[config.mk]
export PLATFORM = sky130hd
export DESIGN_NAME = cclag_ctrl
export DESIGN_NICKNAME = d
export VERILOG_FILES = /design/src/design/cclag_pkg.sv /design/src/design/cclag_ctrl.sv
export SDC_FILE = /design/constraint.sdc
export NUM_CORES = 1
export LEC_CHECK = 0
export BUFFER_PORTS_ARGS = -buffer_cell sky130_fd_sc_hd__buf_4
export CAP_MARGIN = 25
export CORE_ASPECT_RATIO = 0.75
export CORE_MARGIN = 2
export CORE_UTILIZATION = 51
export CTS_CLUSTER_DIAMETER = 60
export DETAILED_ROUTE_END_ITERATION = 8
export HOLD_SLACK_MARGIN = 0.1
export PLACE_DENSITY_LB_ADDON = 0.08
export RECOVER_POWER = 100
export SKIP_LAST_GASP = 1
export SLEW_MARGIN = 20
export SYNTH_ARGS = -nofsm -noshare
export SYNTH_HDL_FRONTEND = slang
export SYNTH_SLANG_ARGS = --single-unit
[constraint.sdc]
create_clock -name clk -period 2.2 [get_ports clk]
set_input_delay 0.44 -clock clk [delete_from_list [all_inputs] [get_ports clk]]
set_output_delay 0.44 -clock clk [all_outputs]
set_load 0.02 [all_outputs]
[src/design/cclag_pkg.sv]
// ----------------------------------------------------------------------------
// cclag_pkg
// Shared types and constants of the cross-correlation lag estimator.
// ----------------------------------------------------------------------------
package cclag_pkg;

	localparam int MAX_SAMPLES_DEF = 1024;
	localparam int SAMPLE_BITS_DEF = 16;
	localparam int FIELD_W         = 16;
	localparam int MAX_LAG_W       = 10;
	localparam int LAG_W           = 12;
	localparam int BEST_LAG_W      = 11;
	localparam int FRAC_W          = 16;
	localparam int PADDR_W         = 3;
	localparam int PDATA_W         = 32;

	typedef enum logic [1:0] {
		REG_MAX_LAG = 2'd0
	} reg_idx_t;

	typedef enum logic [4:0] {
		OP_NONE,
		OP_LAG_FIRST,
		OP_LAG_NEXT,
		OP_LAG_BM1,
		OP_LAG_BP1,
		OP_SCORE_SETUP,
		OP_MUL_CMP1,
		OP_MUL_CMP2,
		OP_TAKE,
		OP_SAVE_M,
		OP_SAVE_P,
		OP_MUL_A1,
		OP_MUL_A2,
		OP_MUL_C1,
		OP_MUL_C2,
		OP_MUL_B1,
		OP_MUL_B2,
		OP_SAVE_A,
		OP_SAVE_C,
		OP_SAVE_B,
		OP_NUM,
		OP_DEN,
		OP_DIV_START,
		OP_PUBLISH
	} dp_op_t;

	typedef enum logic [3:0] {
		ST_LOAD,
		ST_LAG_FIRST,
		ST_SETUP,
		ST_SCORE,
		ST_CMP1,
		ST_CMP1_WAIT,
		ST_CMP2,
		ST_CMP2_WAIT,
		ST_DECIDE,
		ST_TAKE,
		ST_NEXT,
		ST_SAVE_M,
		ST_MUL_ISSUE,
		ST_MUL_WAIT,
		ST_NUM,
		ST_DEN
	} state_t;

	typedef enum logic [1:0] {
		PH_SEARCH,
		PH_MINUS,
		PH_PLUS
	} phase_t;

	typedef struct packed {
		dp_op_t op;
		logic   load;
	} dp_cmd_t;

	typedef struct packed {
		logic score_done;
		logic mul_done;
		logic div_done;
		logic diff_pos;
		logic lag_end;
		logic out_busy;
	} dp_stat_t;

endpackage

[src/design/cclag_ctrl.sv]
// ----------------------------------------------------------------------------
// cclag_ctrl
// Controller: loading, lag search, neighbour scores, refinement sequence and
// hand-off of the result.
// ----------------------------------------------------------------------------
module cclag_ctrl import cclag_pkg::*; (
	input  logic     clk,
	input  logic     arst_n,
	input  logic     item_valid,
	output logic     item_stall,
	input  logic     last,
	input  dp_stat_t stat,
	output dp_cmd_t  cmd
);

	state_t     state_q, state_d;
	phase_t     phase_q, phase_d;
	logic       first_q, first_d;
	logic [2:0] step_q, step_d;

	always_ff @(posedge clk or negedge arst_n) begin
		if (!arst_n) begin
			state_q <= ST_LOAD;
			phase_q <= PH_SEARCH;
			first_q <= 1'b0;
			step_q  <= '0;
		end else begin
			state_q <= state_d;
			phase_q <= phase_d;
			first_q <= first_d;
			step_q  <= step_d;
		end
	end

	always_comb begin
		state_d    = state_q;
		phase_d    = phase_q;
		first_d    = first_q;
		step_d     = step_q;
		cmd.op     = OP_NONE;
		cmd.load   = 1'b0;
		item_stall = 1'b1;
		unique case (state_q)
			ST_LOAD: begin
				item_stall = 1'b0;
				cmd.load   = item_valid;
				if (item_valid && last) begin
					state_d = ST_LAG_FIRST;
				end
			end
			ST_LAG_FIRST: begin
				cmd.op  = OP_LAG_FIRST;
				phase_d = PH_SEARCH;
				first_d = 1'b1;
				state_d = ST_SETUP;
			end
			ST_SETUP: begin
				cmd.op  = OP_SCORE_SETUP;
				state_d = ST_SCORE;
			end
			ST_SCORE: begin
				if (stat.score_done) begin
					unique case (phase_q)
						PH_SEARCH: state_d = first_q ? ST_TAKE : ST_CMP1;
						PH_MINUS:  state_d = ST_SAVE_M;
						default: begin
							cmd.op  = OP_SAVE_P;
							step_d  = '0;
							state_d = ST_MUL_ISSUE;
						end
					endcase
				end
			end
			ST_CMP1: begin
				cmd.op  = OP_MUL_CMP1;
				state_d = ST_CMP1_WAIT;
			end
			ST_CMP1_WAIT: begin
				if (stat.mul_done) begin
					state_d = ST_CMP2;
				end
			end
			ST_CMP2: begin
				cmd.op  = OP_MUL_CMP2;
				state_d = ST_CMP2_WAIT;
			end
			ST_CMP2_WAIT: begin
				if (stat.mul_done) begin
					state_d = ST_DECIDE;
				end
			end
			ST_DECIDE: begin
				state_d = stat.diff_pos ? ST_TAKE : ST_NEXT;
			end
			ST_TAKE: begin
				cmd.op  = OP_TAKE;
				first_d = 1'b0;
				state_d = ST_NEXT;
			end
			ST_NEXT: begin
				if (stat.lag_end) begin
					cmd.op  = OP_LAG_BM1;
					phase_d = PH_MINUS;
				end else begin
					cmd.op = OP_LAG_NEXT;
				end
				state_d = ST_SETUP;
			end
			ST_SAVE_M: begin
				cmd.op  = OP_SAVE_M;
				phase_d = PH_PLUS;
				state_d = ST_NUM;
				// neighbour above is set up through the lag register next
				state_d = ST_MUL_WAIT;
				step_d  = 3'd7;
			end
			ST_MUL_ISSUE: begin
				unique case (step_q)
					3'd0:    cmd.op = OP_MUL_A1;
					3'd1:    cmd.op = OP_MUL_A2;
					3'd2:    cmd.op = OP_MUL_C1;
					3'd3:    cmd.op = OP_MUL_C2;
					3'd4:    cmd.op = OP_MUL_B1;
					default: cmd.op = OP_MUL_B2;
				endcase
				state_d = ST_MUL_WAIT;
			end
			ST_MUL_WAIT: begin
				if (step_q == 3'd7) begin
					cmd.op  = OP_LAG_BP1;
					state_d = ST_SETUP;
				end else if (stat.mul_done) begin
					if (step_q[0]) begin
						unique case (step_q)
							3'd1:    cmd.op = OP_SAVE_A;
							3'd3:    cmd.op = OP_SAVE_C;
							default: cmd.op = OP_SAVE_B;
						endcase
					end
					step_d  = step_q + 3'd1;
					state_d = (step_q == 3'd5) ? ST_NUM : ST_MUL_ISSUE;
				end
			end
			ST_NUM: begin
				if (step_q == 3'd6) begin
					cmd.op = OP_NUM;
					step_d = 3'd0;
					state_d = ST_DEN;
				end else if (step_q == 3'd0) begin
					if (stat.div_done) begin
						if (!stat.out_busy) begin
							cmd.op  = OP_PUBLISH;
							state_d = ST_LOAD;
						end
					end
				end
			end
			ST_DEN: begin
				if (step_q == 3'd0) begin
					cmd.op = OP_DEN;
					step_d = 3'd1;
				end else begin
					cmd.op  = OP_DIV_START;
					step_d  = 3'd0;
					state_d = ST_NUM;
				end
			end
			default: state_d = ST_LOAD;
		endcase
	end

endmodule

==> metrics.txt, run 1 <==
final worst-path cycle share=1.13; cell row count=15; I/O Pins=17; initial antenna violation count=0; Clk Tree Root Cell=clkbuf_4; die width=60.3 um; Final Slew Violations=0; GR Overflow Total=0; Clock H-tree levels=1; Syn Std Cell Area=1210 sq um; Die ar.=2790 sq um; WL met3=320 um; Num CTS Buffers=3; library cells used by synthesis=51; Hold Crit Class=flip-flop to flip-flop; Hold EP=first_q; hold path depth=2; largest family of logic cells by synthesized area=simple AND/OR/NAND/NOR gates; Compound-Gate Fraction of Synth Area=0.302; Worst Path Required=1.76 ns; Hold Fails Final Rpt=0; Critical Path Sink Type=primary output; async set-reset flop share out of synthesis=1.00; global-route wire length before repair=5930 um; peak fanout along the critical path=5; Lkg Pwr=0.713 nW; Final GP Congestion=0.938; metal1 wirelength=1710 um; Initial DRC Count=146; TritonRoute pass-1 iters=5; Die Y=46.2 um; Avg Inst Size Synth=7.63 sq um; Clk Latency, worst-skew pair=0.27 ns; status=complete, but fails checks; Syn Nets=176; # diodes=0; highest routed layer=met4; CTS tree=done; adder-cell share of the synthesized area=0.0722; clock period minus worst slack=2.48 ns; setup ws final=-0.282 ns; failing checks=negative setup slack; Pwr Density=1640 nW/um^2; Worst slew margin=0.641; vias in the first global route=1218; post-synthesis simple-gate area fraction=0.316; placed instance count=222; Core ar.=2270 sq um; setup TNS=-0.985 ns; RSZ-0062 raised after global routing=true; ANT nets after route=0; synthesized flop and latch total=10; register area=253 sq um; Worst-Margin Slew=0.538 ns; clk buf depth=2; Starting Density=0.534; largest net degree at the start of global routing=19; Total Routing Usage GR=0.295; Startpoint Class=flip-flop; Critical R2R Launch=step_q[1]; placed inst area=1480 sq um; Worst-path clk slew=0.07 ns; Area Overhead vs Synth=40.6%; mux share of post-synthesis cell area=0; final instance area=1700 sq um; Synth Area in XOR/XNOR=0.00722; Sink Count=10; Pwr Total=2.80 mW; final WL=3740 um; Reg-to-Reg End=state_q[3]; via count=1404; # port buffers=16; critical path arrival=2.04 ns; Layout Cells excl Fill=234; ys flop type=dfrtp_1; # DRC=0; CP Class=flip-flop to primary output; final setup violation count=5; R2R depth=8; number of synthesized flops with an enable pin=0; Post-DP HPWL=2680 um; setup slack, reg-to-reg=0.20 ns; mean routed wirelength per cell=16.0 um; register area share after synthesis=0.206; Layout Nets=218; fillers=169; vias per cell=6.00; min-delay src=first_q; share of cells above drive strength 1=0.395; Max Cap Violations=0; WL met2=1620 um; VDD IR max=898 uV; Ys Warns=0; clk_skew=0.000954 ns; area of the multi-input gates=950 sq um; max frequency=403 MHz; Post-Synthesis Cells=159
synthesized netlist by cell type, types with 2 or more instances:
cell	instances	area, sq um
a21oi_1	21	105
nor2_1	16	60.1
nand2_1	15	56.3
dfrtp_1	10	250
o21ai_0	8	40.0
ha_1	7	87.6
nand3_1	7	35.0
inv_1	6	22.5
a31oi_1	5	31.3
buf_6	4	45.0
nand2b_1	4	25.0
buf_2	3	15.0
nor2b_1	3	18.8
nor3_1	3	15.0
a22oi_1	2	15.0
a32o_1	2	20.0
a32oi_1	2	17.5
nor4_1	2	12.5
o211ai_1	2	15.0
o21ai_1	2	10.0
o22ai_1	2	12.5
o2bb2ai_1	2	17.5
o31ai_1	2	15.0
or3_1	2	12.5
flip-flops by register name, indices dropped and copies added (netlist names):
name and cells:
step_q 3, phase_q 2, first_q 1, state_q 4
routing by layer:
layer	up-vias	track usage
met4	0	0.138
met1	642	0.439
li1	675	-
met5	-	0
met3	8	0.0197
met2	79	0.433
worst max-delay path by stage:
stage	cells past startpoint	startpoint	slack [ns]	to
global route	8	step_q[1]	-0.33	cmd[3]
floorplan	7	step_q[0]	0.04	cmd[3]
global placement	8	step_q[0]	-0.06	cmd[3]
finish	8	step_q[1]	-0.28	cmd[3]
CTS	8	step_q[0]	-0.25	cmd[3]
detailed placement	8	step_q[0]	-0.14	cmd[3]
worst max-delay path: stages, from the launching register on:
cell	delay (ns)
dfrtp_2	0.46
inv_2	0.08
ha_2	0.19
or3_4	0.32
a21oi_2	0.16
nand2b_4	0.14
o22ai_2	0.07
a31o_2	0.22
buf_6	0.13
layout by cell type, fill, tap and decap left out, drive strengths merged, types with 2 or more instances in the layout:
cell,instances
a211o,2
buf,46
o2bb2ai,2
nand3,7
a31oi,5
inv,7
o211ai,2
nand2,16
a22oi,2
a21oi,22
or3,2
o21ai,10
clkbuf,5
o22ai,2
nor2,16
ha,7
nor2b,3
nor4,4
nor3,4
dfrtp,10
nand2b,4
o31ai,2
a32oi,2
a32o,2
logic make-up after synthesis:
logic type / after synthesis
simple gates: 66
compound gates: 57
buf+inv: 18
flops: 10
fa+ha+maj: 7
xor+xnor: 1
what timing repair did:
| item | CTS | global route |
|---|---|---|
| endpoints found under the setup margin | 5 | 5 |
| pin swaps | 10 | 8 |
| hold buffers | 1 | 0 |
| gates resized for setup | 25 | 6 |
| hold endpoints to repair | 10 | 0 |
| setup buffers | 4 | 3 |
| cloned | 0 | 0 |
stage by stage:
stage	worst slack, ns	utilization	hold WS [ns]
floorplan	0.0378	-	0.144
global placement	-0.0648	0.651	0.272
detailed placement	-0.135	0.651	0.275
CTS	-0.254	0.725	0.524
global route	-0.335	0.750	0.576
finish	-0.282	0.750	0.528
area by class of cell:
type	instances	area share
well taps	34	0.0250
flip-flops and latches	10	0.148
multi-input cells	131	0.557
inverters	7	0.0169
clock buffers	4	0.0213
repair buffers	48	0.231
power breakdown:
group | switching (mW) | total (mW) | leakage (nW) | internal, mW
Sequential | 0.163 | 0.440 | 0.122 | 0.277
Combinational | 1.16 | 2.19 | 0.570 | 1.02
Clock | 0.0668 | 0.167 | 0.0210 | 0.101
Note: power is estimated with default switching activity, not from simulation.
==> run 2: changes to the inputs <==
- MAX_ROUTING_LAYER: not set -> met4
==> run 2 against run 1 <==
  * Sequential power down 5.5%
  * Combinational power down 2%
  * Largest power group unchanged
  * Count of clock-buffer cells in the layout unchanged
  * Routed wire length up 4.4%
  * Highest routed layer unchanged
  * Critical path depth unchanged
  * Critical endpoint unchanged
  * Largest cell class unchanged
  * Non-clock buffer count unchanged
  * Total power down 2.7%
  * The flow still finishes with violations (negative setup slack)
==> metrics.txt, run 2 (same netlist as run 1, synthesis figures left out) <==
status=complete, but fails checks; failing checks=negative setup slack; Total Routing Usage GR=0.319 (+0.0239); setup TNS=-1.00 ns (-0.0173 ns); final WL=3900 um (+4.4%); CP startpoint=step_q[1]; Worst Path Required=1.76 ns (about the same); max FFs per register=4 (unchanged); Die ar.=2790 sq um (unchanged); largest register by flop count=state_q; Area Overhead vs Synth=35.8%; slowest CP cell=dfrtp_1; I/O Pins=17 (unchanged); Pwr Total=2.72 mW (-2.7%); Num CTS Buffers=3 (unchanged); Worst slew margin=0.654 (+0.0127); Initial DRC Count=156 (+6.8%); vias in the first global route=1349 (+11%); R2R depth=9 (+1); Die Y=46.2 um (unchanged); Hold Fails Final Rpt=0 (unchanged); Core ar.=2270 sq um (unchanged); clk buf depth=2 (unchanged); # port buffers=16 (unchanged); final setup violation count=5 (unchanged); Pwr Density=1650 nW/um^2 (+0.74%); most common cell after layout, fill and taps aside=buf_4; final hold slack=0.528 ns (+0.000195 ns); # DRC=0 (unchanged); Post-DP HPWL=2820 um (+5.1%); Lkg Pwr=0.703 nW (-1.4%); setup ws final=-0.280 ns (+0.00165 ns); Critical R2R Launch=step_q[1]; Clock H-tree levels=1 (unchanged); Final Slew Violations=0 (unchanged); peak fanout along the critical path=3 (-2); Worst-Margin Slew=0.519 ns (-0.0190 ns); critical path arrival=2.04 ns (about the same); CP max stage delay=0.40 ns (-0.06 ns); Final GP Congestion=0.935 (-0.32%); CP Class=flip-flop to primary output; fin util=0.725 (-0.0253); CTS tree=done; placed instance count=223 (+0.45%); cells along the critical path=buf_4 -> ha_2 -> or3_4 -> a21oi_2 -> nand2b_4 -> o22ai_2 -> a31o_2 -> buf_6; Layout Cells excl Fill=234 (unchanged); RSZ-0062 raised after global routing=true; ANT nets after route=0 (unchanged); final worst-path cycle share=1.13 (about the same); clk_skew=0.00107 ns (+0.000115 ns); Clk Tree Root Cell=clkbuf_4; largest registers=state_q x4, step_q x3, phase_q x2; GR Overflow Total=0 (unchanged); Critical Path Sink Type=primary output; mean routed wirelength per cell=16.7 um (+4.4%); largest net degree at the start of global routing=19 (unchanged); TritonRoute pass-1 iters=5 (unchanged); global-route wire length before repair=6310 um (+6.3%); die width=60.3 um (unchanged); via count=1440 (+2.6%); VDD IR max=1130 uV (+25%); initial antenna violation count=0 (unchanged); # diodes=0 (unchanged); Layout Nets=218 (unchanged); Hold Crit Class=flip-flop to flip-flop; Startpoint Class=flip-flop; setup slack, reg-to-reg=0.07 ns (-0.13 ns); cell row count=15 (unchanged); Sink Count=10 (unchanged); Worst setup endpoint=cmd[3]; share of cells above drive strength 1=0.370 (-0.0250); Starting Density=0.534 (unchanged); max frequency=403 MHz (about the same); most frequent cells in the layout=buf_4, a21oi_1, nand2_1, nor2_1, dfrtp_1; Worst-path clk slew=0.07 ns (about the same); vias per cell=6.15 (+2.6%); Reg-to-Reg End=state_q[3]; Clk Latency, worst-skew pair=0.26 ns (about the same); Max Cap Violations=0 (unchanged); clock period minus worst slack=2.48 ns (-0.00165 ns)
==> run 2: repair_timing <==
action,4_1_cts,5_1_grt
hold buffers,1,0
gates resized for setup,20,2
setup buffers,4,2
endpoints found under the setup margin,5,5
endpoints found under the hold margin,10,0
pin swaps,9,4
==> run 2: how the worst min path moves through the flow <==
stage            start    endpoint  depth (start not counted)
6_report       first_q     first_q                          2
5_1_grt        first_q     first_q                          2
4_1_cts         arst_n  state_q[1]                          2
3_5_place_dp    arst_n   step_q[2]                          1
3_3_place_gp    arst_n   step_q[2]                          1
2_1_floorplan   arst_n     first_q                          0
==> run 2: area by class of cell <==
class / instances / area, sq um
multi-input combinational: 131 / 915
fill: 194 / 624
timing repair buffer: 48 / 375
sequential: 10 / 251
tap: 34 / 42.5
clock buffer: 4 / 36.3
inverter: 7 / 26.3
==> run 2: metal layers <==
layer | vias to the layer above | GRT usage | wire, um
li1 | 668 | - | -
met5 | - | - | 0
met3 | 8 | 0.0169 | 332
met2 | 93 | 0.493 | 1820
met4 | 0 | 0.124 | 61
met1 | 671 | 0.440 | 1690
==> run 2: per-stage QoR <==
stage,worst slack (ns),area [sq um]
after global routing,-0.360,1650
after global placement,-0.0695,1490
after floorplan,0.0378,1210
after detailed placement,-0.135,1490
after CTS,-0.286,1640
final,-0.280,1650
==> run 2: worst max-delay path: cells and delay by family, from the launching register on <==
family | cells | cell delay [ns]
AO/OA/AOI/OAI | 3 | 0.43
flip-flops | 1 | 0.40
AND/OR/NAND/NOR | 2 | 0.50
adder cells (fa/ha/maj) | 1 | 0.17
buffers and inverters | 2 | 0.28
==> run 2: power by group <==
part	switching, mW	internal (mW)
combinational	1.17	0.969
sequential	0.140	0.276
clock	0.0630	0.100
